==> config.mk <==
export PLATFORM = sky130hd
export DESIGN_NAME = serial_drive_command_controller
export DESIGN_NICKNAME = d
export VERILOG_FILES = /design/src/scdc_pkg.sv /design/src/scdc_front.sv /design/src/scdc_back.sv /design/src/serial_drive_command_controller.sv
export SDC_FILE = /design/constraint.sdc
export NUM_CORES = 2
export LEC_CHECK = 0
export ABC_AREA = 1
export BUFFER_PORTS_ARGS = -buffer_cell sky130_fd_sc_hd__buf_2
export CAP_MARGIN = 10
export CORE_ASPECT_RATIO = 0.9
export CORE_MARGIN = 2
export CORE_UTILIZATION = 40
export CTS_BUF_LIST = sky130_fd_sc_hd__clkbuf_2 sky130_fd_sc_hd__clkbuf_4 sky130_fd_sc_hd__clkbuf_8
export DETAILED_ROUTE_END_ITERATION = 8
export HOLD_SLACK_MARGIN = 0.1
export PLACE_DENSITY = 0.59
export SLEW_MARGIN = 0
export SYNTH_ARGS = -nofsm -noshare
export SYNTH_HDL_FRONTEND = slang
export SYNTH_SLANG_ARGS = --single-unit
==> constraint.sdc <==
create_clock -name clock -period 9.32 [get_ports clock]
set_clock_uncertainty 0.2 [all_clocks]
set_input_delay 0.466 -clock clock [delete_from_list [all_inputs] [get_ports clock]]
set_output_delay 0.466 -clock clock [all_outputs]
set_load 0.005 [all_outputs]
==> src/scdc_pkg.sv <==
package scdc_pkg;

   // Frame header and terminator bytes
   localparam logic [7:0] SYNC_BYTE  = 8'd45;
   localparam logic [7:0] ID_MOVE    = 8'd230;
   localparam logic [7:0] ID_VEL     = 8'd232;
   localparam logic [7:0] ID_FOLLOW  = 8'd233;
   localparam logic [7:0] NEWLINE    = 8'h0A;
   localparam int         FOLLOW_LEN = 4;

   // Register indexes on the csr port
   localparam logic [2:0] REG_MIN_AUTO_PWM     = 3'd0;
   localparam logic [2:0] REG_MAX_AUTO_PWM     = 3'd1;
   localparam logic [2:0] REG_STREAM_TIMEOUT   = 3'd2;
   localparam logic [2:0] REG_SPIN_PWM         = 3'd3;
   localparam logic [2:0] REG_LINEAR_DEADBAND  = 3'd4;
   localparam logic [2:0] REG_ANGULAR_DEADBAND = 3'd5;

   // Reset values of the registers
   localparam logic [7:0]  RST_MIN_AUTO_PWM     = 8'd40;
   localparam logic [7:0]  RST_MAX_AUTO_PWM     = 8'd60;
   localparam logic [15:0] RST_STREAM_TIMEOUT   = 16'd100;
   localparam logic [7:0]  RST_SPIN_PWM         = 8'd50;
   localparam logic [15:0] RST_LINEAR_DEADBAND  = 16'd655;
   localparam logic [15:0] RST_ANGULAR_DEADBAND = 16'd6554;

   // Only bytes 0..9 of a frame are ever decoded
   localparam int FIELD_BYTES = 10;

   localparam int RSP_BITS = 24;

   typedef enum logic [1:0] {
      KIND_TICK,
      KIND_BYTE,
      KIND_EOF
   } item_kind_type;

   typedef struct packed {
      item_kind_type kind;
      logic [7:0]    data;
   } item_type;

   typedef struct packed {
      logic [7:0]  min_auto_pwm;
      logic [7:0]  max_auto_pwm;
      logic [15:0] stream_timeout_ms;
      logic [7:0]  spin_pwm;
      logic [15:0] linear_deadband;
      logic [15:0] angular_deadband;
   } cfg_type;

endpackage

==> src/scdc_front.sv <==
module scdc_front #(
   parameter int QUEUE_DEPTH = 4
) (
   input  logic               clock,
   input  logic               reset,
   input  logic               req_tvalid,
   output logic               req_tready,
   input  logic [7:0]         req_tdata,
   input  logic               req_tuser,
   output scdc_pkg::item_type item,
   output logic               item_valid,
   input  logic               item_pop
);
   import scdc_pkg::*;

   localparam int PW = $clog2(QUEUE_DEPTH);
   localparam int CW = $clog2(QUEUE_DEPTH + 1);

   item_type         queue_ff [QUEUE_DEPTH];
   logic [PW-1:0]    wr_ptr_ff, wr_ptr_in;
   logic [PW-1:0]    rd_ptr_ff, rd_ptr_in;
   logic [CW-1:0]    count_ff, count_in;
   item_type         incoming;
   logic             push, pop;

   // classify the incoming word
   always_comb begin
      incoming.data = req_tdata;
      if (req_tuser) begin
         incoming.kind = KIND_TICK;
      end else if (req_tdata == NEWLINE) begin
         incoming.kind = KIND_EOF;
      end else begin
         incoming.kind = KIND_BYTE;
      end
   end

   assign req_tready = (count_ff != CW'(QUEUE_DEPTH));
   assign item_valid = (count_ff != '0);
   assign item       = queue_ff[rd_ptr_ff];
   assign push       = req_tvalid && req_tready;
   assign pop        = item_pop && item_valid;

   // queue pointers
   always_comb begin
      wr_ptr_in = wr_ptr_ff;
      rd_ptr_in = rd_ptr_ff;
      count_in  = count_ff;
      if (push) begin
         wr_ptr_in = (wr_ptr_ff == PW'(QUEUE_DEPTH - 1)) ? '0 : wr_ptr_ff + 1'b1;
      end
      if (pop) begin
         rd_ptr_in = (rd_ptr_ff == PW'(QUEUE_DEPTH - 1)) ? '0 : rd_ptr_ff + 1'b1;
      end
      if (push && !pop) begin
         count_in = count_ff + 1'b1;
      end else if (pop && !push) begin
         count_in = count_ff - 1'b1;
      end
   end

   always_ff @(posedge clock) begin
      if (reset) begin
         wr_ptr_ff <= '0;
         rd_ptr_ff <= '0;
         count_ff  <= '0;
      end else begin
         wr_ptr_ff <= wr_ptr_in;
         rd_ptr_ff <= rd_ptr_in;
         count_ff  <= count_in;
      end
   end

   // queue storage
   always_ff @(posedge clock) begin
      if (push) begin
         queue_ff[wr_ptr_ff] <= incoming;
      end
   end

endmodule

==> src/scdc_back.sv <==
module scdc_back #(
   parameter int FRAME_DEPTH = 32
) (
   input  logic                            clock,
   input  logic                            reset,
   input  scdc_pkg::cfg_type               cfg,
   input  scdc_pkg::item_type              item,
   input  logic                            item_valid,
   output logic                            item_pop,
   output logic                            rsp_tvalid,
   input  logic                            rsp_tready,
   output logic [scdc_pkg::RSP_BITS-1:0]   rsp_tdata
);
   import scdc_pkg::*;

   localparam int LW = $clog2(FRAME_DEPTH + 1);

   typedef enum logic [2:0] {
      ST_FETCH,
      ST_CONV,
      ST_MUL,
      ST_APPLY,
      ST_SEND
   } state_type;

   // IEEE single to Q16.16 as {sign, magnitude}, truncated, saturated
   function automatic logic [32:0] to_q16(input logic [31:0] bits);
      logic [7:0]  e;
      logic [22:0] m;
      logic        neg;
      logic [23:0] sig;
      logic [7:0]  ee;
      logic [7:0]  k;
      logic [31:0] lim;
      logic [31:0] wide;
      logic [31:0] mag;
      e    = bits[30:23];
      m    = bits[22:0];
      neg  = bits[31];
      lim  = neg ? 32'h8000_0000 : 32'h7FFF_FFFF;
      sig  = (e == 8'd0) ? {1'b0, m} : {1'b1, m};
      ee   = (e == 8'd0) ? 8'd1 : e;
      k    = 8'd0;
      wide = 32'd0;
      mag  = 32'd0;
      if (e == 8'hFF) begin
         mag = (m != 23'd0) ? 32'd0 : lim;
      end else if (ee >= 8'd134) begin
         k = ee - 8'd134;
         if (k >= 8'd8) begin
            mag = lim;
         end else begin
            wide = {8'd0, sig} << k[2:0];
            mag  = (wide > lim) ? lim : wide;
         end
      end else begin
         k = 8'd134 - ee;
         mag = (k >= 8'd32) ? 32'd0 : ({8'd0, sig} >> k[4:0]);
      end
      return {neg, mag};
   endfunction

   // IEEE single to whole ms, rounded up, saturated
   function automatic logic [31:0] to_ms(input logic [31:0] bits);
      logic [7:0]  e;
      logic [22:0] m;
      logic [23:0] sig;
      logic [7:0]  ee;
      logic [7:0]  k;
      logic [31:0] q;
      logic [31:0] rem;
      logic [31:0] r;
      e   = bits[30:23];
      m   = bits[22:0];
      sig = (e == 8'd0) ? {1'b0, m} : {1'b1, m};
      ee  = (e == 8'd0) ? 8'd1 : e;
      k   = 8'd0;
      q   = 32'd0;
      rem = 32'd0;
      r   = 32'd0;
      if (bits[31]) begin
         r = 32'd0;
      end else if (e == 8'hFF) begin
         r = (m != 23'd0) ? 32'd0 : 32'hFFFF_FFFF;
      end else if (e == 8'd0 && m == 23'd0) begin
         r = 32'd0;
      end else if (ee >= 8'd150) begin
         k = ee - 8'd150;
         r = (k >= 8'd9) ? 32'hFFFF_FFFF : ({8'd0, sig} << k[3:0]);
      end else begin
         k = 8'd150 - ee;
         if (k >= 8'd32) begin
            r = 32'd1;
         end else begin
            q   = {8'd0, sig} >> k[4:0];
            rem = {8'd0, sig} & ~(32'hFFFF_FFFF << k[4:0]);
            r   = q + {31'd0, (rem != 32'd0)};
         end
      end
      return r;
   endfunction

   state_type         state_ff, state_in;
   logic [7:0]        frame_ff [FIELD_BYTES];
   logic [7:0]        frame_in [FIELD_BYTES];
   logic [LW-1:0]     len_ff, len_in;
   logic              follow_ff, follow_in;
   logic              rotate_ff, rotate_in;
   logic              dir_ff, dir_in;
   logic [7:0]        move_pwm_ff, move_pwm_in;
   logic [31:0]       duration_ff, duration_in;
   logic [31:0]       move_el_ff, move_el_in;
   logic [31:0]       stream_el_ff, stream_el_in;
   logic [7:0]        left_ff, left_in;
   logic [7:0]        right_ff, right_in;
   logic [31:0]       lin_mag_ff, lin_mag_in;
   logic              lin_neg_ff, lin_neg_in;
   logic [31:0]       ang_mag_ff, ang_mag_in;
   logic              ang_neg_ff, ang_neg_in;
   logic [31:0]       ms_ff, ms_in;
   logic signed [41:0] prod_ff, prod_in;
   logic              rsp_valid_ff, rsp_valid_in;
   logic [RSP_BITS-1:0] rsp_data_ff, rsp_data_in;

   logic signed [8:0]  diff;
   logic signed [42:0] num;
   logic [7:0]         auto_pwm;
   logic [31:0]        ldb, adb;
   logic               ang_pos, ang_negv, new_dir;
   logic [7:0]         pwm_eff, sr, sl;
   logic               dl;
   logic [32:0]        lin_q, ang_q;

   assign rsp_tvalid = rsp_valid_ff;
   assign rsp_tdata  = rsp_data_ff;
   assign item_pop   = (state_ff == ST_FETCH) && item_valid;

   assign diff = $signed({1'b0, cfg.max_auto_pwm}) - $signed({1'b0, cfg.min_auto_pwm});
   assign num  = $signed({prod_ff[41], prod_ff}) + $signed({19'd0, cfg.min_auto_pwm, 16'd0});
   assign ldb  = {16'd0, cfg.linear_deadband};
   assign adb  = {16'd0, cfg.angular_deadband};
   assign lin_q = to_q16({frame_ff[5], frame_ff[4], frame_ff[3], frame_ff[2]});
   assign ang_q = to_q16({frame_ff[9], frame_ff[8], frame_ff[7], frame_ff[6]});

   // follow pwm: saturate to 0..255
   always_comb begin
      if (num <= 43'sd0) begin
         auto_pwm = 8'd0;
      end else if (|num[42:24]) begin
         auto_pwm = 8'hFF;
      end else begin
         auto_pwm = num[23:16];
      end
   end

   // sequencer
   always_comb begin
      state_in     = state_ff;
      frame_in     = frame_ff;
      len_in       = len_ff;
      follow_in    = follow_ff;
      rotate_in    = rotate_ff;
      dir_in       = dir_ff;
      move_pwm_in  = move_pwm_ff;
      duration_in  = duration_ff;
      move_el_in   = move_el_ff;
      stream_el_in = stream_el_ff;
      left_in      = left_ff;
      right_in     = right_ff;
      lin_mag_in   = lin_mag_ff;
      lin_neg_in   = lin_neg_ff;
      ang_mag_in   = ang_mag_ff;
      ang_neg_in   = ang_neg_ff;
      ms_in        = ms_ff;
      prod_in      = prod_ff;
      rsp_valid_in = rsp_valid_ff && !rsp_tready;
      rsp_data_in  = rsp_data_ff;
      ang_pos      = !ang_neg_ff && (ang_mag_ff > adb);
      ang_negv     = ang_neg_ff && (ang_mag_ff > adb);
      new_dir      = lin_neg_ff;
      pwm_eff      = move_pwm_ff;
      sr           = 8'd0;
      sl           = 8'd0;
      dl           = 1'b0;

      case (state_ff)
         ST_FETCH: begin
            if (item_valid) begin
               if (item.kind == KIND_TICK) begin
                  if (move_el_ff != 32'hFFFF_FFFF) move_el_in = move_el_ff + 32'd1;
                  if (stream_el_ff != 32'hFFFF_FFFF) stream_el_in = stream_el_ff + 32'd1;
                  state_in = ST_SEND;
               end else begin
                  if (len_ff < LW'(FRAME_DEPTH)) begin
                     for (int i = 0; i < FIELD_BYTES; i++) begin
                        if (len_ff == LW'(i)) begin
                           frame_in[i] = item.data;
                        end else if (len_ff == '0) begin
                           frame_in[i] = 8'd0;
                        end
                     end
                     len_in = len_ff + 1'b1;
                  end
                  state_in = (item.kind == KIND_EOF) ? ST_CONV : ST_SEND;
               end
            end
         end
         ST_CONV: begin
            lin_neg_in = lin_q[32];
            lin_mag_in = lin_q[31:0];
            ang_neg_in = ang_q[32];
            ang_mag_in = ang_q[31:0];
            ms_in      = to_ms({frame_ff[9], frame_ff[8], frame_ff[7], frame_ff[6]});
            state_in   = ST_MUL;
         end
         ST_MUL: begin
            prod_in  = $signed({1'b0, lin_mag_ff}) * diff;
            state_in = ST_APPLY;
         end
         ST_APPLY: begin
            if (frame_ff[0] == SYNC_BYTE) begin
               if (frame_ff[1] == ID_MOVE && !follow_ff) begin
                  move_pwm_in = (frame_ff[2] == 8'd0) ? 8'd0 : frame_ff[5];
                  rotate_in   = (frame_ff[2] == 8'd1);
                  duration_in = ms_ff;
                  dir_in      = (frame_ff[4] != 8'd0);
                  move_el_in  = 32'd0;
               end else if (frame_ff[1] == ID_VEL) begin
                  if (follow_ff) begin
                     // velocity command
                     if (lin_mag_ff > ldb) begin
                        left_in  = auto_pwm;
                        right_in = auto_pwm;
                        dir_in   = new_dir;
                        if (ang_pos) begin
                           if (!new_dir) left_in = 8'd0; else right_in = 8'd0;
                        end
                        if (ang_negv) begin
                           if (!new_dir) right_in = 8'd0; else left_in = 8'd0;
                        end
                     end else if (ang_mag_ff <= adb) begin
                        left_in  = 8'd0;
                        right_in = 8'd0;
                     end else begin
                        dir_in = 1'b0;
                        if (!ang_neg_ff) begin
                           right_in = cfg.spin_pwm;
                           left_in  = 8'd0;
                        end else begin
                           right_in = 8'd0;
                           left_in  = cfg.spin_pwm;
                        end
                     end
                     stream_el_in = 32'd0;
                  end
               end else if (frame_ff[1] == ID_FOLLOW && len_ff == LW'(FOLLOW_LEN)) begin
                  follow_in = (frame_ff[2] != 8'd0);
                  if (frame_ff[2] == 8'd0) begin
                     duration_in = 32'd0;
                     left_in     = 8'd0;
                     right_in    = 8'd0;
                     move_pwm_in = 8'd0;
                  end
               end
            end
            len_in   = '0;
            state_in = ST_SEND;
         end
         ST_SEND: begin
            // move end check, then build the result word
            if (!follow_ff && move_el_ff >= duration_ff) pwm_eff = 8'd0;
            move_pwm_in = pwm_eff;
            if (follow_ff) begin
               dl = !dir_ff;
               if (stream_el_ff >= {16'd0, cfg.stream_timeout_ms}) begin
                  sr = 8'd0;
                  sl = 8'd0;
               end else begin
                  sr = right_ff;
                  sl = left_ff;
               end
            end else begin
               dl = rotate_ff ? dir_ff : !dir_ff;
               sr = pwm_eff;
               sl = pwm_eff;
            end
            if (!rsp_valid_ff || rsp_tready) begin
               rsp_valid_in = 1'b1;
               rsp_data_in  = {5'd0, follow_ff, sl, sr, dl, dir_ff};
               state_in     = ST_FETCH;
            end
         end
         default: begin
            state_in = ST_FETCH;
         end
      endcase
   end

   // control and state registers
   always_ff @(posedge clock) begin
      if (reset) begin
         state_ff     <= ST_FETCH;
         len_ff       <= '0;
         follow_ff    <= 1'b0;
         rotate_ff    <= 1'b0;
         dir_ff       <= 1'b0;
         move_pwm_ff  <= 8'd0;
         duration_ff  <= 32'd0;
         move_el_ff   <= 32'd0;
         stream_el_ff <= 32'd0;
         left_ff      <= 8'd0;
         right_ff     <= 8'd0;
         rsp_valid_ff <= 1'b0;
      end else begin
         state_ff     <= state_in;
         len_ff       <= len_in;
         follow_ff    <= follow_in;
         rotate_ff    <= rotate_in;
         dir_ff       <= dir_in;
         move_pwm_ff  <= move_pwm_in;
         duration_ff  <= duration_in;
         move_el_ff   <= move_el_in;
         stream_el_ff <= stream_el_in;
         left_ff      <= left_in;
         right_ff     <= right_in;
         rsp_valid_ff <= rsp_valid_in;
      end
   end

   // payload registers
   always_ff @(posedge clock) begin
      frame_ff    <= frame_in;
      lin_mag_ff  <= lin_mag_in;
      lin_neg_ff  <= lin_neg_in;
      ang_mag_ff  <= ang_mag_in;
      ang_neg_ff  <= ang_neg_in;
      ms_ff       <= ms_in;
      prod_ff     <= prod_in;
      rsp_data_ff <= rsp_data_in;
   end

endmodule

==> src/serial_drive_command_controller.sv <==
// Channel | Direction | Signals                      | Contents
// req     | in        | req_tvalid/tready/tdata/tuser | received byte or ms tick
// rsp     | out       | rsp_tvalid/tready/tdata       | motor directions, speeds, mode
// csr     | in        | csr_valid/ready/index/data    | register writes
//
// In the back end a tick or a plain byte goes from fetch straight to send; a
// newline byte goes through float convert, multiply, decode and send. The
// queue holds QUEUE_DEPTH words. Reset is synchronous; the frame byte store
// is not reset and is cleared at the start of each frame. rsp stalls hold the
// back end; req stays open until the queue is full.
module serial_drive_command_controller #(
   parameter int FRAME_DEPTH = 32,
   parameter int QUEUE_DEPTH = 4
) (
   input  logic        clock,
   input  logic        reset,
   input  logic        req_tvalid,
   output logic        req_tready,
   input  logic [7:0]  req_tdata,   // [7:0] rx_byte
   input  logic        req_tuser,   // [0] req_type
   output logic        rsp_tvalid,
   input  logic        rsp_tready,
   // [0] dir_right, [1] dir_left, [9:2] speed_right, [17:10] speed_left,
   // [18] follow_mode, [23:19] zero
   output logic [23:0] rsp_tdata,
   input  logic        csr_valid,
   output logic        csr_ready,
   input  logic [2:0]  csr_index,
   input  logic [15:0] csr_data
);
   import scdc_pkg::*;

   cfg_type  cfg_ff, cfg_in;
   item_type item;
   logic     item_valid, item_pop;

   assign csr_ready = 1'b1;

   // register file
   always_comb begin
      cfg_in = cfg_ff;
      if (csr_valid && csr_ready) begin
         case (csr_index)
            REG_MIN_AUTO_PWM:     cfg_in.min_auto_pwm      = csr_data[7:0];
            REG_MAX_AUTO_PWM:     cfg_in.max_auto_pwm      = csr_data[7:0];
            REG_STREAM_TIMEOUT:   cfg_in.stream_timeout_ms = csr_data;
            REG_SPIN_PWM:         cfg_in.spin_pwm          = csr_data[7:0];
            REG_LINEAR_DEADBAND:  cfg_in.linear_deadband   = csr_data;
            REG_ANGULAR_DEADBAND: cfg_in.angular_deadband  = csr_data;
            default: begin
               cfg_in = cfg_ff;
            end
         endcase
      end
   end

   always_ff @(posedge clock) begin
      if (reset) begin
         cfg_ff.min_auto_pwm      <= RST_MIN_AUTO_PWM;
         cfg_ff.max_auto_pwm      <= RST_MAX_AUTO_PWM;
         cfg_ff.stream_timeout_ms <= RST_STREAM_TIMEOUT;
         cfg_ff.spin_pwm          <= RST_SPIN_PWM;
         cfg_ff.linear_deadband   <= RST_LINEAR_DEADBAND;
         cfg_ff.angular_deadband  <= RST_ANGULAR_DEADBAND;
      end else begin
         cfg_ff <= cfg_in;
      end
   end

   scdc_front #(
      .QUEUE_DEPTH (QUEUE_DEPTH)
   ) u_front (
      .clock      (clock),
      .reset      (reset),
      .req_tvalid (req_tvalid),
      .req_tready (req_tready),
      .req_tdata  (req_tdata),
      .req_tuser  (req_tuser),
      .item       (item),
      .item_valid (item_valid),
      .item_pop   (item_pop)
   );

   scdc_back #(
      .FRAME_DEPTH (FRAME_DEPTH)
   ) u_back (
      .clock      (clock),
      .reset      (reset),
      .cfg        (cfg_ff),
      .item       (item),
      .item_valid (item_valid),
      .item_pop   (item_pop),
      .rsp_tvalid (rsp_tvalid),
      .rsp_tready (rsp_tready),
      .rsp_tdata  (rsp_tdata)
   );

endmodule

==> metrics.yaml <==
final_layout:
  drive_gt1_share_pct: 7.286
  filler_cell_count: 10253
  stdcell_area_mm2: 0.04418
  layout.nets: 5878
  utilization_of_the_core_after_routing_pct: 44.22
  synthToLayoutAreaGrowth_pct: 9.569
logic_synthesis:
  yosys.cell_types.count: 68
  synth.ff_latch_count: 493
  async_reset_ff_share_pct: 0
  synth_enable_flop_cells: 279
  synth_cells: 5332
  yosysMostFrequentCell: "sky130_fd_sc_hd__nand2_1"
  synth-warning-count: 0
  syn-cell-area_mm2: 0.04032
  netlist.top_cell.by_area: "sky130_fd_sc_hd__edfxtp_1"
  synth_top_cell_area_share_pct: 20.78
  synthTopCellsByCount: "1,226 x sky130_fd_sc_hd__nand2_1, 610 x sky130_fd_sc_hd__inv_1, 576 x sky130_fd_sc_hd__nor2_1"
  synth.yosys.seq_area_share_pct: 31.40
  synth_ff_type: "sky130_fd_sc_hd__edfxtp_1"
  synth_area_leaders: "sky130_fd_sc_hd__edfxtp_1 21%, sky130_fd_sc_hd__nand2_1 11%, sky130_fd_sc_hd__dfxtp_1 11%"
  avgSynthCellArea_um2: 7.563
critical_path:
  r2r-end: "u_back.prod_ff[34]"
  path_class: "flop to flop"
  worst-r2r-setup-slack_ps: 1360
  worst_path_required_ps: 9590
  path_max_fanout: 16
  nature_of_the_critical_path_endpoint: "flop"
  r2r_start: "cfg_ff[56]"
  critical_path.top_delay_family: "adder cells"
  rr_worst_depth: 29
  timing.critical_path.buf_inv: 3
  timing.critical_path.arrival_ps: 8230
  critical_path.slowest_cell: "sky130_fd_sc_hd__fa_1"
  worst_setup_path_start_kind: "flop"
  cp_max_stage_delay_ps: 540
  worst-path-stages: 29
  critPathMostFrequentCell: "sky130_fd_sc_hd__fa_1"
clocking:
  tritoncts_num_sinks: 493
  cts_resized: 0
  postCtsSetupRepairBufs: 0
  cts.htree.levels: 3
  cts_max_path_buffers: 3
  hold_buffers: 33
  clkSlewWorstSetupHoldPaths_ps: 60
  clk_root_buffer_cell: "sky130_fd_sc_hd__clkbuf_8"
  worst_skew_pair_later_pin_latency_ps: 740
  cts-buffers-inserted: 89
  clock_tree_from_tritoncts: "done"
grt:
  grt_antenna_before_repair: 5
  first_global_vias: 35347
  gr-usage-all-layers_pct: 25.04
  grt_start_max_net_pins: 78
  grt_pass1_wl_um: 203600
  global_route.overflow_total: 0
timing:
  timing_worst_slew_pin_value_ps: 1042
  final.period_utilization_pct: 85.43
  hold_viol_final: 0
  clock.fmax_mhz: 125.6
  grt_setup_unrepaired: "no"
  final_setup_violation_count: 0
  max-slew-margin-rel_pct: 30.56
  timing.final.max_slew_violations: 0
  min_period_ps: 7962
  totalNegativeSetupSlack_ps: 0
floorplanning:
  top_level_ports: 60
  design.die.area_mm2: 0.1034
  fp.dieW_um: 338.7
  initial_core_util_pct: 40.36
  std_cell_rows: 110
  vertical_extent_of_the_die_um: 305.2
  core_mm2: 0.09992
hold_path:
  worst_hold_startpoint: "reset"
  worst_hold_path.num_cells: 3
  hold_path_class: "input pin to flop"
  min_to: "u_back.duration_ff[3]"
route:
  drt-total-wl_um: 129600
  detail_route.vias_per_cell: 5.372
  ant_nets: 0
  detail_route.drc_violations: 0
  avgRoutedWirePerCell_um: 19.12
  drt_first_pass_iters: 6
  number_of_drc_markers_in_iteration_0: 3346
  vias: 36419
placement:
  gp_routability_congestion: 0.9734
  detailed_place.area_mm2: 0.04182
  place.port_buffers: 53
  hpwl_um: 101200
job:
  max-cap-violations: 0
status:
  outcome: "finished clean"
[how the worst max path moves through the flow]
stage                             from                    to  slack [ps]
detailed placement          cfg_ff[56]    u_back.prod_ff[34]        1370
floorplan           u_back.state_ff[0]  u_back.ang_mag_ff[0]        1380
finish                      cfg_ff[56]    u_back.prod_ff[34]        1360
global placement            cfg_ff[56]    u_back.prod_ff[34]        1360
global route                cfg_ff[56]    u_back.prod_ff[34]         710
CTS                         cfg_ff[56]    u_back.prod_ff[37]        1330
[logic make-up (layout without fill, tap and decap cells)]
group	after synthesis	in the layout	synth area share, %
mux	13	13	0.3227
xor+xnor	88	88	1.911
flops	493	493	31.40
fa+ha+maj	487	487	19.10
simple gates	2440	2440	25.91
compound gates	950	950	13.03
buf+inv	859	958	8.306
other cells	2	7	0.01862
[state kept, by name, indices dropped and copies added, names as in the netlist, 3 cells and up, named ones only]
| signal | flops |
|---|---|
| u_back.rsp_tdata | 19 |
| u_front.count_ff | 3 |
| cfg_ff | 72 |
| u_back.stream_el_ff | 32 |
| u_back.left_ff | 8 |
| u_back.prod_ff | 42 |
| u_back.move_el_ff | 32 |
| u_back.len_ff | 6 |
| u_front.queue_ff | 40 |
| u_back.duration_ff | 32 |
| u_back.ang_mag_ff | 32 |
| u_back.move_pwm_ff | 8 |
| u_back.frame_ff | 79 |
| u_back.lin_mag_ff | 32 |
| u_back.right_ff | 8 |
| u_back.ms_ff | 32 |
| u_back.state_ff | 3 |
[per-stage QoR]
| stage | hold slack (ps) | std cells | setup slack (ps) |
|---|---|---|---|
| floorplan | 206.4 | 5336 | 1383 |
| global placement | 248.6 | 6578 | 1365 |
| detailed placement | 251.2 | 6578 | 1372 |
| CTS | 141.3 | 6779 | 1326 |
| global route | 182.7 | 6780 | 713.6 |
| finish | 211.4 | 6780 | 1358 |
[area by class of cell]
class | instances | area (um2) | area share (%)
well taps | 1344 | 1682 | 3.806
clock buffers | 116 | 1471 | 3.330
flip-flops and latches | 493 | 12660 | 28.66
multi-input cells | 3984 | 24390 | 55.21
repair buffers | 132 | 940.9 | 2.130
diodes | 1 | 2.502 | 0.005664
clock inverters | 52 | 558.0 | 1.263
inverters | 658 | 2474 | 5.599
[worst reg2reg max path: cells and delay by family, from the launching register on]
family          cells  cell delay [ps]
buf+inv             3              640
simple gates        6              600
xor+xnor            1               70
fa+ha+maj           8             3330
compound gates     11             2570
flops               1              310
[routing by layer]
metal  share of wire (%)  GRT usage [%]  vias to the layer above
met1                  47          35.91                    17282
met4                 3.0          7.762                        4
met3                 7.1          4.104                      189
met5               0.019              0                        -
li1                    -              -                    17760
met2                  43          38.60                     1184
[cells in the final DEF (no fill, tap or decap), types with 214 or more instances in the layout]
cell / instances
sky130_fd_sc_hd__dfxtp_1: 214
sky130_fd_sc_hd__nand2_1: 1226
sky130_fd_sc_hd__fa_1: 214
sky130_fd_sc_hd__o21ai_0: 377
sky130_fd_sc_hd__a21oi_1: 379
sky130_fd_sc_hd__nor2_1: 575
sky130_fd_sc_hd__ha_1: 273
sky130_fd_sc_hd__nand3_1: 287
sky130_fd_sc_hd__edfxtp_1: 279
sky130_fd_sc_hd__inv_1: 610
Power is not shown: default switching activity piles up to over one toggle a cycle in this logic, so the estimate is an artifact.
